--- config.mk ---
export PLATFORM = sky130hd
export DESIGN_NAME = sine_cosine_of_degrees_top_flat
export DESIGN_NICKNAME = d
export VERILOG_FILES = /design/src/scd_pkg.sv /design/src/scd_if.sv /design/src/sine_cosine_of_degrees_top.sv /design/src/flat_wrapper.sv
export SDC_FILE = /design/constraint.sdc
export NUM_CORES = 2
export LEC_CHECK = 0
export CAP_MARGIN = 20
export CORE_ASPECT_RATIO = 1.5
export CORE_MARGIN = 10
export CORE_UTILIZATION = 60
export DETAILED_ROUTE_END_ITERATION = 8
export DONT_BUFFER_PORTS = 1
export PLACE_DENSITY = 0.85
export SYNTH_ARGS = -nofsm -noshare
export SYNTH_HDL_FRONTEND = slang
export SYNTH_SLANG_ARGS = --single-unit
--- constraint.sdc ---
create_clock -name i_clk -period 5.6 [get_ports i_clk]
set_input_delay 0.28 -clock i_clk [delete_from_list [all_inputs] [get_ports i_clk]]
set_output_delay 0.28 -clock i_clk [all_outputs]
set_load 0.01 [all_outputs]
--- src/scd_pkg.sv ---
// ----------------------------------------------------------------------------
// scd_pkg: shared definitions for the degree-input sine/cosine pipeline
// Formats, turn constants, the operation codes and the arctangent table.
// ----------------------------------------------------------------------------
package scd_pkg;

    localparam int ANGLE_W = 24;
    localparam int OP_W    = 2;
    localparam int VALUE_W = 16;

    // Default number of rotation stages; the valid range is 8 to 32.
    localparam int ROTATION_STAGES_DEF = 16;
    localparam int ATAN_ENTRIES        = 32;

    // Angle reduction: 360 degrees with 8 fraction bits is 45 * 2^11.
    localparam int LOW_W    = 11;
    localparam int QUO_W    = ANGLE_W - LOW_W;
    localparam int T_W      = QUO_W + 1;
    localparam int REM_W    = 6;
    localparam int TURN_W   = REM_W + LOW_W;
    localparam int QQ_W     = 8;
    localparam int RECIP_W  = 15;
    localparam int PROD_W   = T_W + RECIP_W;
    localparam int RECIP_SH = 20;

    localparam logic [T_W-1:0]     MOD_OFFSET = T_W'(44);
    localparam logic [RECIP_W-1:0] RECIP_45   = RECIP_W'(23302);
    localparam logic [T_W-1:0]     TURN_DIV   = T_W'(45);

    localparam logic [TURN_W-1:0] QUARTER_TURN   = TURN_W'(23040);
    localparam logic [TURN_W-1:0] THREE_QUARTERS = TURN_W'(69120);
    localparam int                RS_W           = TURN_W + 1;
    localparam logic [RS_W-1:0]   HALF_TURN      = RS_W'(46080);
    localparam logic [RS_W-1:0]   FULL_TURN      = RS_W'(92160);

    // Rotation datapath: x and y with 30 fraction bits, z in degrees with 20.
    localparam int XY_W     = 33;
    localparam int Z_W      = 32;
    localparam int Z_SHIFT  = 12;
    localparam int ROUND_SH = 16;
    localparam int SH_W     = XY_W - ROUND_SH;

    typedef logic signed [XY_W-1:0]    t_xy;
    typedef logic signed [Z_W-1:0]     t_z;
    typedef logic signed [VALUE_W-1:0] t_value;
    typedef logic signed [SH_W-1:0]    t_sh;

    localparam t_xy    GAIN_Q30   = t_xy'(652032874);
    localparam t_xy    ROUND_HALF = t_xy'(32768);
    localparam t_z     Z_FOLD_MAX = t_z'(94371840);
    localparam t_value ONE_Q14    = t_value'(16384);
    localparam t_sh    ONE_SH     = t_sh'(16384);

    typedef enum logic [OP_W-1:0] {
        OP_COS       = 2'd0,
        OP_SIN       = 2'd1,
        OP_NEG_SIN   = 2'd2,
        OP_COS_DERIV = 2'd3
    } t_op;

    // atan(2^-i) in degrees, 20 fraction bits, rounded to nearest.
    localparam t_z ATAN_DEG_Q20 [0:ATAN_ENTRIES-1] = '{
        t_z'(47185920), t_z'(27855475), t_z'(14718068), t_z'(7471121),
        t_z'(3750058),  t_z'(1876857),  t_z'(938658),   t_z'(469357),
        t_z'(234682),   t_z'(117342),   t_z'(58671),    t_z'(29335),
        t_z'(14668),    t_z'(7334),     t_z'(3667),     t_z'(1833),
        t_z'(917),      t_z'(458),      t_z'(229),      t_z'(115),
        t_z'(57),       t_z'(29),       t_z'(14),       t_z'(7),
        t_z'(4),        t_z'(2),        t_z'(1),        t_z'(0),
        t_z'(0),        t_z'(0),        t_z'(0),        t_z'(0)
    };

endpackage

--- src/scd_if.sv ---
// ----------------------------------------------------------------------------
// scd_if: channel interfaces for the sine/cosine pipeline
// Valid/ready channels for the angle requests and the trigonometric results.
// ----------------------------------------------------------------------------
interface scd_in_if;
    logic                           valid;
    logic                           ready;
    logic [scd_pkg::ANGLE_W-1:0]    angle_deg;
    logic [scd_pkg::OP_W-1:0]       operation;

    modport source (output valid, output angle_deg, output operation, input ready);
    modport sink   (input valid, input angle_deg, input operation, output ready);
endinterface

interface scd_out_if;
    logic                           valid;
    logic                           ready;
    logic [scd_pkg::VALUE_W-1:0]    value;

    modport source (output valid, output value, input ready);
    modport sink   (input valid, input value, output ready);
endinterface

--- src/sine_cosine_of_degrees_top.sv ---
// ----------------------------------------------------------------------------
// sine_cosine_of_degrees_top: pipelined CORDIC sine/cosine of an angle in degrees
// One transaction is accepted every cycle unless backpressure fills the stages; the rotation stages are unrolled.
// Each stage holds its item under backpressure and takes a new one when free.
// Synchronous reset clears only the stage valid bits; the datapath is not reset.
// ----------------------------------------------------------------------------
module sine_cosine_of_degrees_top #(
    parameter int ROTATION_STAGES = scd_pkg::ROTATION_STAGES_DEF
) (
    input  logic        i_clk,
    input  logic        i_rst_n,
    scd_in_if.sink      i_in,
    scd_out_if.source   o_out
);

    localparam int NS     = ROTATION_STAGES;
    localparam int P      = NS + 4;
    localparam int FOLD_K = 2;
    localparam int ROT_K  = 3;

    // Stage valid bits and per-stage load enables.
    logic [P-1:0] r_vld;
    logic [P-1:0] n_vld;
    logic [P:0]   en;

    // Stage 0: reciprocal multiply for the turn count.
    logic [scd_pkg::T_W-1:0]    s0_t;
    logic [scd_pkg::PROD_W-1:0] s0_prod;
    logic [scd_pkg::T_W-1:0]    r_s0_t;
    logic [scd_pkg::QQ_W-1:0]   r_s0_qq;
    logic [scd_pkg::LOW_W-1:0]  r_s0_lo;
    scd_pkg::t_op               r_s0_op;

    // Stage 1: remainder and reduced angle in [0, 360) degrees.
    logic [scd_pkg::T_W-1:0]    s1_rem;
    logic [scd_pkg::TURN_W-1:0] r_s1_r;
    scd_pkg::t_op               r_s1_op;

    // Stage 2: quadrant fold.
    logic signed [scd_pkg::RS_W-1:0] s2_rs;
    logic                            s2_neg;

    // Rotation registers; index 0 is the output of the fold stage.
    scd_pkg::t_xy r_x   [0:NS];
    scd_pkg::t_xy r_y   [0:NS];
    scd_pkg::t_z  r_z   [0:NS];
    logic         r_neg [0:NS];
    scd_pkg::t_op r_op  [0:NS];
    scd_pkg::t_xy n_x   [1:NS];
    scd_pkg::t_xy n_y   [1:NS];
    scd_pkg::t_z  n_z   [1:NS];

    // Output stage.
    scd_pkg::t_xy    x_rnd;
    scd_pkg::t_xy    y_rnd;
    scd_pkg::t_value c_sat;
    scd_pkg::t_value s_sat;
    scd_pkg::t_value n_value;
    scd_pkg::t_value r_value;

    logic in_acc;
    logic out_acc;

    function automatic scd_pkg::t_value sat_q14(input scd_pkg::t_sh v);
        scd_pkg::t_value res;
        if (v > scd_pkg::ONE_SH) begin
            res = scd_pkg::ONE_Q14;
        end else if (v < -scd_pkg::ONE_SH) begin
            res = -scd_pkg::ONE_Q14;
        end else begin
            res = v[scd_pkg::VALUE_W-1:0];
        end
        return res;
    endfunction

    // A stage may load when it is empty or when the stage after it loads.
    always_comb begin
        en[P] = o_out.ready;
        for (int k = P - 1; k >= 0; k--) begin
            en[k] = !r_vld[k] || en[k+1];
        end
    end

    assign n_vld      = {r_vld[P-2:0], i_in.valid};
    assign i_in.ready = en[0];
    assign in_acc     = i_in.valid && i_in.ready;
    assign out_acc    = o_out.valid && o_out.ready;

    always_ff @(posedge i_clk) begin
        if (!i_rst_n) begin
            r_vld <= '0;
        end else begin
            for (int k = 0; k < P; k++) begin
                if (en[k]) begin
                    r_vld[k] <= n_vld[k];
                end
            end
        end
    end

    // The angle is q * 2048 + lo with q signed; q + 4096 + 44 is congruent to
    // q modulo 45, and the reciprocal multiply gives its exact quotient by 45.
    always_comb begin
        s0_t    = scd_pkg::T_W'({~i_in.angle_deg[scd_pkg::ANGLE_W-1],
                                 i_in.angle_deg[scd_pkg::ANGLE_W-2:scd_pkg::LOW_W]})
                  + scd_pkg::MOD_OFFSET;
        s0_prod = scd_pkg::PROD_W'(s0_t) * scd_pkg::PROD_W'(scd_pkg::RECIP_45);
    end

    assign s1_rem = r_s0_t - scd_pkg::T_W'(r_s0_qq) * scd_pkg::TURN_DIV;

    // Fold the second and third quadrants onto the first and fourth; angles above 270 wrap to negative.
    always_comb begin
        s2_neg = 1'b0;
        s2_rs  = scd_pkg::RS_W'(r_s1_r);
        if (r_s1_r > scd_pkg::QUARTER_TURN && r_s1_r <= scd_pkg::THREE_QUARTERS) begin
            s2_rs  = scd_pkg::RS_W'(r_s1_r) - scd_pkg::HALF_TURN;
            s2_neg = 1'b1;
        end else if (r_s1_r > scd_pkg::THREE_QUARTERS) begin
            s2_rs  = scd_pkg::RS_W'(r_s1_r) - scd_pkg::FULL_TURN;
        end
    end

    // One micro-rotation per stage, steered by the sign of the residual angle.
    always_comb begin
        for (int i = 0; i < NS; i++) begin
            if (!r_z[i][scd_pkg::Z_W-1]) begin
                n_x[i+1] = r_x[i] - (r_y[i] >>> i);
                n_y[i+1] = r_y[i] + (r_x[i] >>> i);
                n_z[i+1] = r_z[i] - scd_pkg::ATAN_DEG_Q20[i];
            end else begin
                n_x[i+1] = r_x[i] + (r_y[i] >>> i);
                n_y[i+1] = r_y[i] - (r_x[i] >>> i);
                n_z[i+1] = r_z[i] + scd_pkg::ATAN_DEG_Q20[i];
            end
        end
    end

    // Round to 14 fraction bits, saturate, then apply the fold sign and the operation.
    always_comb begin
        x_rnd = r_x[NS] + scd_pkg::ROUND_HALF;
        y_rnd = r_y[NS] + scd_pkg::ROUND_HALF;
        c_sat = sat_q14(x_rnd[scd_pkg::XY_W-1:scd_pkg::ROUND_SH]);
        s_sat = sat_q14(y_rnd[scd_pkg::XY_W-1:scd_pkg::ROUND_SH]);
        if (r_neg[NS]) begin
            c_sat = -c_sat;
            s_sat = -s_sat;
        end
        case (r_op[NS])
            scd_pkg::OP_COS:       n_value = c_sat;
            scd_pkg::OP_SIN:       n_value = s_sat;
            scd_pkg::OP_NEG_SIN:   n_value = -s_sat;
            scd_pkg::OP_COS_DERIV: n_value = c_sat;
            default:               n_value = c_sat;
        endcase
    end

    always_ff @(posedge i_clk) begin
        if (en[0]) begin
            r_s0_t  <= s0_t;
            r_s0_qq <= s0_prod[scd_pkg::RECIP_SH +: scd_pkg::QQ_W];
            r_s0_lo <= i_in.angle_deg[scd_pkg::LOW_W-1:0];
            r_s0_op <= scd_pkg::t_op'(i_in.operation);
        end
        if (en[1]) begin
            r_s1_r  <= {s1_rem[scd_pkg::REM_W-1:0], r_s0_lo};
            r_s1_op <= r_s0_op;
        end
        if (en[FOLD_K]) begin
            r_x[0]   <= scd_pkg::GAIN_Q30;
            r_y[0]   <= '0;
            r_z[0]   <= scd_pkg::t_z'(s2_rs) <<< scd_pkg::Z_SHIFT;
            r_neg[0] <= s2_neg;
            r_op[0]  <= r_s1_op;
        end
        for (int i = 0; i < NS; i++) begin
            if (en[ROT_K+i]) begin
                r_x[i+1]   <= n_x[i+1];
                r_y[i+1]   <= n_y[i+1];
                r_z[i+1]   <= n_z[i+1];
                r_neg[i+1] <= r_neg[i];
                r_op[i+1]  <= r_op[i];
            end
        end
        if (en[P-1]) begin
            r_value <= n_value;
        end
    end

    assign o_out.valid = r_vld[P-1];
    assign o_out.value = r_value;

`ifndef SYNTHESIS
    a_value_range: assert property (@(posedge i_clk) disable iff (!i_rst_n)
        o_out.valid |-> ($signed(o_out.value) <= scd_pkg::ONE_Q14 &&
                         $signed(o_out.value) >= -scd_pkg::ONE_Q14))
        else $error("result outside the unit range");

    a_fold_range: assert property (@(posedge i_clk) disable iff (!i_rst_n)
        r_vld[FOLD_K] |-> (r_z[0] <= scd_pkg::Z_FOLD_MAX && r_z[0] >= -scd_pkg::Z_FOLD_MAX))
        else $error("folded angle outside +/-90 degrees");

    a_ready_when_free: assert property (@(posedge i_clk) disable iff (!i_rst_n)
        (!r_vld[P-1] || o_out.ready) |-> i_in.ready)
        else $error("input stalled although the output stage can move");

    a_item_count: assert property (@(posedge i_clk) disable iff (!i_rst_n)
        1'b1 |=> $countones(r_vld) ==
                 $past($countones(r_vld)) + int'($past(in_acc)) - int'($past(out_acc)))
        else $error("transaction lost or duplicated in the pipeline");
`endif

endmodule
--- src/flat_wrapper.sv ---
// flat-port wrapper written by rule: the top's interface ports become plain ports
module sine_cosine_of_degrees_top_flat 
#(
    parameter int ROTATION_STAGES = scd_pkg::ROTATION_STAGES_DEF
)
  (i_clk, i_rst_n, i_in_valid, i_in_angle_deg, i_in_operation, i_in_ready, o_out_valid, o_out_value, o_out_ready);
  scd_in_if i_in_i ();
  scd_out_if o_out_i ();
  input  logic i_clk;
  input  logic i_rst_n;
  input wire logic [$bits(i_in_i.valid)-1:0] i_in_valid;
  input wire logic [$bits(i_in_i.angle_deg)-1:0] i_in_angle_deg;
  input wire logic [$bits(i_in_i.operation)-1:0] i_in_operation;
  output wire logic [$bits(i_in_i.ready)-1:0] i_in_ready;
  output wire logic [$bits(o_out_i.valid)-1:0] o_out_valid;
  output wire logic [$bits(o_out_i.value)-1:0] o_out_value;
  input wire logic [$bits(o_out_i.ready)-1:0] o_out_ready;
  assign i_in_i.valid = i_in_valid;
  assign i_in_i.angle_deg = i_in_angle_deg;
  assign i_in_i.operation = i_in_operation;
  assign i_in_ready = i_in_i.ready;
  assign o_out_valid = o_out_i.valid;
  assign o_out_value = o_out_i.value;
  assign o_out_i.ready = o_out_ready;
  sine_cosine_of_degrees_top #(.ROTATION_STAGES(ROTATION_STAGES)) u_core (.i_clk(i_clk), .i_rst_n(i_rst_n), .i_in(i_in_i), .o_out(o_out_i));
endmodule
==> flow_metrics.tcl <==
set metrics [dict create \
    crit_buf_inv 1 \
    critPathTopFamily "compound AO/OA/AOI/OAI gates" \
    holdPathStages 1 \
    ios 48 \
    dieHeight_um 578.3 \
    crit_path_end_kind "flop" \
    cts-root-buf "clkbuf_16" \
    critPathLaunchType "flop" \
    grt_max_degree 79 \
    grt.overflow.total 0 \
    slew-limit-headroom_pct 25.35 \
    ys_top_cells_by_count "edfxtp_1 (1478), ha_1 (1453), a21oi_1 (1265)" \
    status "finished clean" \
    core.rowCount 204 \
    drv_cap 0 \
    drt_iter0_markers 4631 \
    yosysMostFrequentCell "edfxtp_1" \
    cp_slowest_cell "o41ai_1" \
    crit_cells 17 \
    cts_max_level 4 \
    clockBufferDepth 4 \
    avgViaCountPerCell 6.176 \
    worstRegToRegCells 17 \
    synth.net_count 14480 \
    clk_pin_slew_ps 70 \
    cts_made_buffers 166 \
    clock-sinks 1498 \
    die_x_um 392.2 \
    cp_max_fo 5 \
    synth_ff_type "edfxtp_1" \
    drt_first_pass_iters 6 \
    synth_cell_types 87 \
    final.min_clock_period_ps 5498 \
    synth.avg_cell_area_sq_um 9.657 \
    routabilityCongestion 1.056 \
    cpPeakStageDelay_ps 610 \
    drc 0 \
    drive_gt1_share_pct 6.040 \
    grt_use_total_pct 29.02 \
    finalSetupViolations 0 \
    fmax_mhz 181.9 \
    synth_top_area_cell "edfxtp_1" \
    nets 14840 \
    crit_chain "nor2_1 -> nand3_1 -> nor4_1 -> buf_4 -> a21oi_1 -> xnor2_1 -> ha_1 -> a21o_1 -> a21oi_1 -> nor2b_1 -> a311oi_1 -> a21oi_1 -> o21a_1 -> o31a_1 -> o41ai_1 -> a21oi_1 -> xnor2_1" \
    fill_cells 16200 \
    timing_worst_setup_path_type "reg2reg" \
    area_growth_pct 9.006 \
    yosysTopAreaCellShare_pct 35.60 \
    worstMarginPinSlew_ps 1113 \
    grt_pass1_vias 101000 \
    yosys_warnings 0 \
    detail-route-antenna-nets 0 \
    synth_async_sr_flop_share_pct 0 \
    drv_slew 0 \
    avgRoutedWirePerCell_um 21.10 \
    period_share_pct 98.18 \
    dr_total_vias 99280 \
    ys_seq_area_share_pct 35.92 \
    initial_core_util_pct 60.45 \
    dieArea_sq_um 226800 \
    core-area_sq_um 206200 \
    ys_ff_latch 1498 \
    clk_latency_ps 890 \
    cp.arrival_ps 6060 \
    wl_um 339200 \
    synth_edf_count 1478 \
    synth.area.top_cells "edfxtp_1 (36%), ha_1 (15%), xnor2_1 (8.5%)" \
    cts_tree "done" \
    hold_viol_final 0 \
    required_ps 6160 \
    rsz0062_at_grt "no" \
    syn_area_sq_um 124700 \
    io_buffer_count 0 \
    cp_common_cell "a21oi_1" \
    grt_pass1_wl_um 522700 \
    dp_hpwl_um 272600 \
    skew_ps 90.65 \
    worstHoldPathType "in2reg" \
    final.setup.tns_ps 0 \
    synthCells 12910 \
    antenna_found_initial 5 \
]
==> cell families (layout without fill, tap and decap cells) <==
| group | after synthesis | after routing | share of synthesized area, % |
|---|---|---|---|
| buf+inv | 836 | 1321 | 2.535 |
| simple gates | 3485 | 3485 | 13.49 |
| mux | 132 | 132 | 1.121 |
| flops | 1498 | 1498 | 35.92 |
| xor+xnor | 1810 | 1810 | 12.72 |
| fa+ha+maj | 1540 | 1540 | 15.98 |
| compound gates | 3608 | 3608 | 18.24 |
| other cells | 0 | 4 | 0 |
==> area by class of cell <==
cell class                 count  area (sq um)  area share [%]
tap                         2678          3351           2.466
timing repair buffer         389          3043           2.239
antenna                        4         10.01        0.007366
clock buffer                 188          4330           3.187
sequential                  1498         44780           32.96
multi-input combinational  10580         76790           56.51
inverter                     638          2412           1.775
clock inverter               106          1167          0.8591
==> stage by stage <==
stage | instance area [sq um] | util (%) | std cells | worst slack, ps | hold WS [ps]
2_1_floorplan | 124700 | - | 12910 | 231.1 | 378.9
3_5_place_dp | 130100 | 63.07 | 15750 | 117.6 | 379.2
3_3_place_gp | 130100 | 63.07 | 15750 | 92.32 | 379.2
5_1_grt | 135900 | 65.89 | 16070 | 16.28 | 11.98
4_1_cts | 135800 | 65.87 | 16070 | 198.2 | 8.626
6_report | 135900 | 65.89 | 16080 | 102.1 | 36.98
==> routing by layer <==
metal  GRT usage (%)  part of all wire [%]  up-vias
li1                -                     -    48410
met1           22.69                    30    46700
met2           58.22                    55     2608
met3           4.012                   3.3     1572
met4           28.62                    12        0
met5               0                     0        -
==> layout by cell type, fill, tap and decap left out, types with 57 or more instances in the layout <==
master	instances
o211ai_1	66
nand4_1	57
inv_1	626
edfxtp_1	1478
o21a_1	233
xnor2_1	1207
nand3_1	238
or3_1	95
nand2b_1	201
nor2_1	1163
o21bai_1	142
nor3_1	444
and3_1	99
xor2_1	603
nor3b_1	61
mux2_2	60
a21o_1	474
mux2i_1	71
nor4_1	98
nand2_1	616
nor2b_1	160
ha_1	1453
a31oi_1	154
o21ai_0	620
buf_4	360
a211oi_1	146
a21oi_1	1265
fa_1	87
clkbuf_16	169
o31ai_1	61
and2_1	87
==> worst paths after layout <==
check,slack (ps),end,start
max,100,u_core.r_y[3][32],u_core.r_x[11][13]
min,40,u_core.r_s0_lo[10],i_in_angle_deg[10]
max reg2reg,100,u_core.r_y[3][32],u_core.r_x[11][13]
min reg2reg,410,u_core.r_op[0][24],u_core.r_op[0][22]
==> flip-flops by register name, summed over array words and instances (netlist names) <==
register / cells
u_core.r_y: 481
u_core.r_x: 455
u_core.r_z: 431
u_core.r_op: 34
u_core.r_vld: 20
u_core.r_neg: 17
u_core.r_s1_r: 17
u_core.o_out.value: 16
u_core.r_s0_lo: 11
u_core.r_s0_qq: 6
u_core.r_s0_t: 6
u_core.r_s0_op: 2
u_core.r_s1_op: 2
==> repair_timing <==
action                     in CTS  in global routing
setup buffers                   0                  1
hold buffers                   25                  0
hold endpoints to repair       39                  0
setup endpoints to repair       0                  6
resized for setup               0                  6
Power is not shown: default switching activity piles up to over one toggle a cycle in this logic, so the estimate is an artifact.
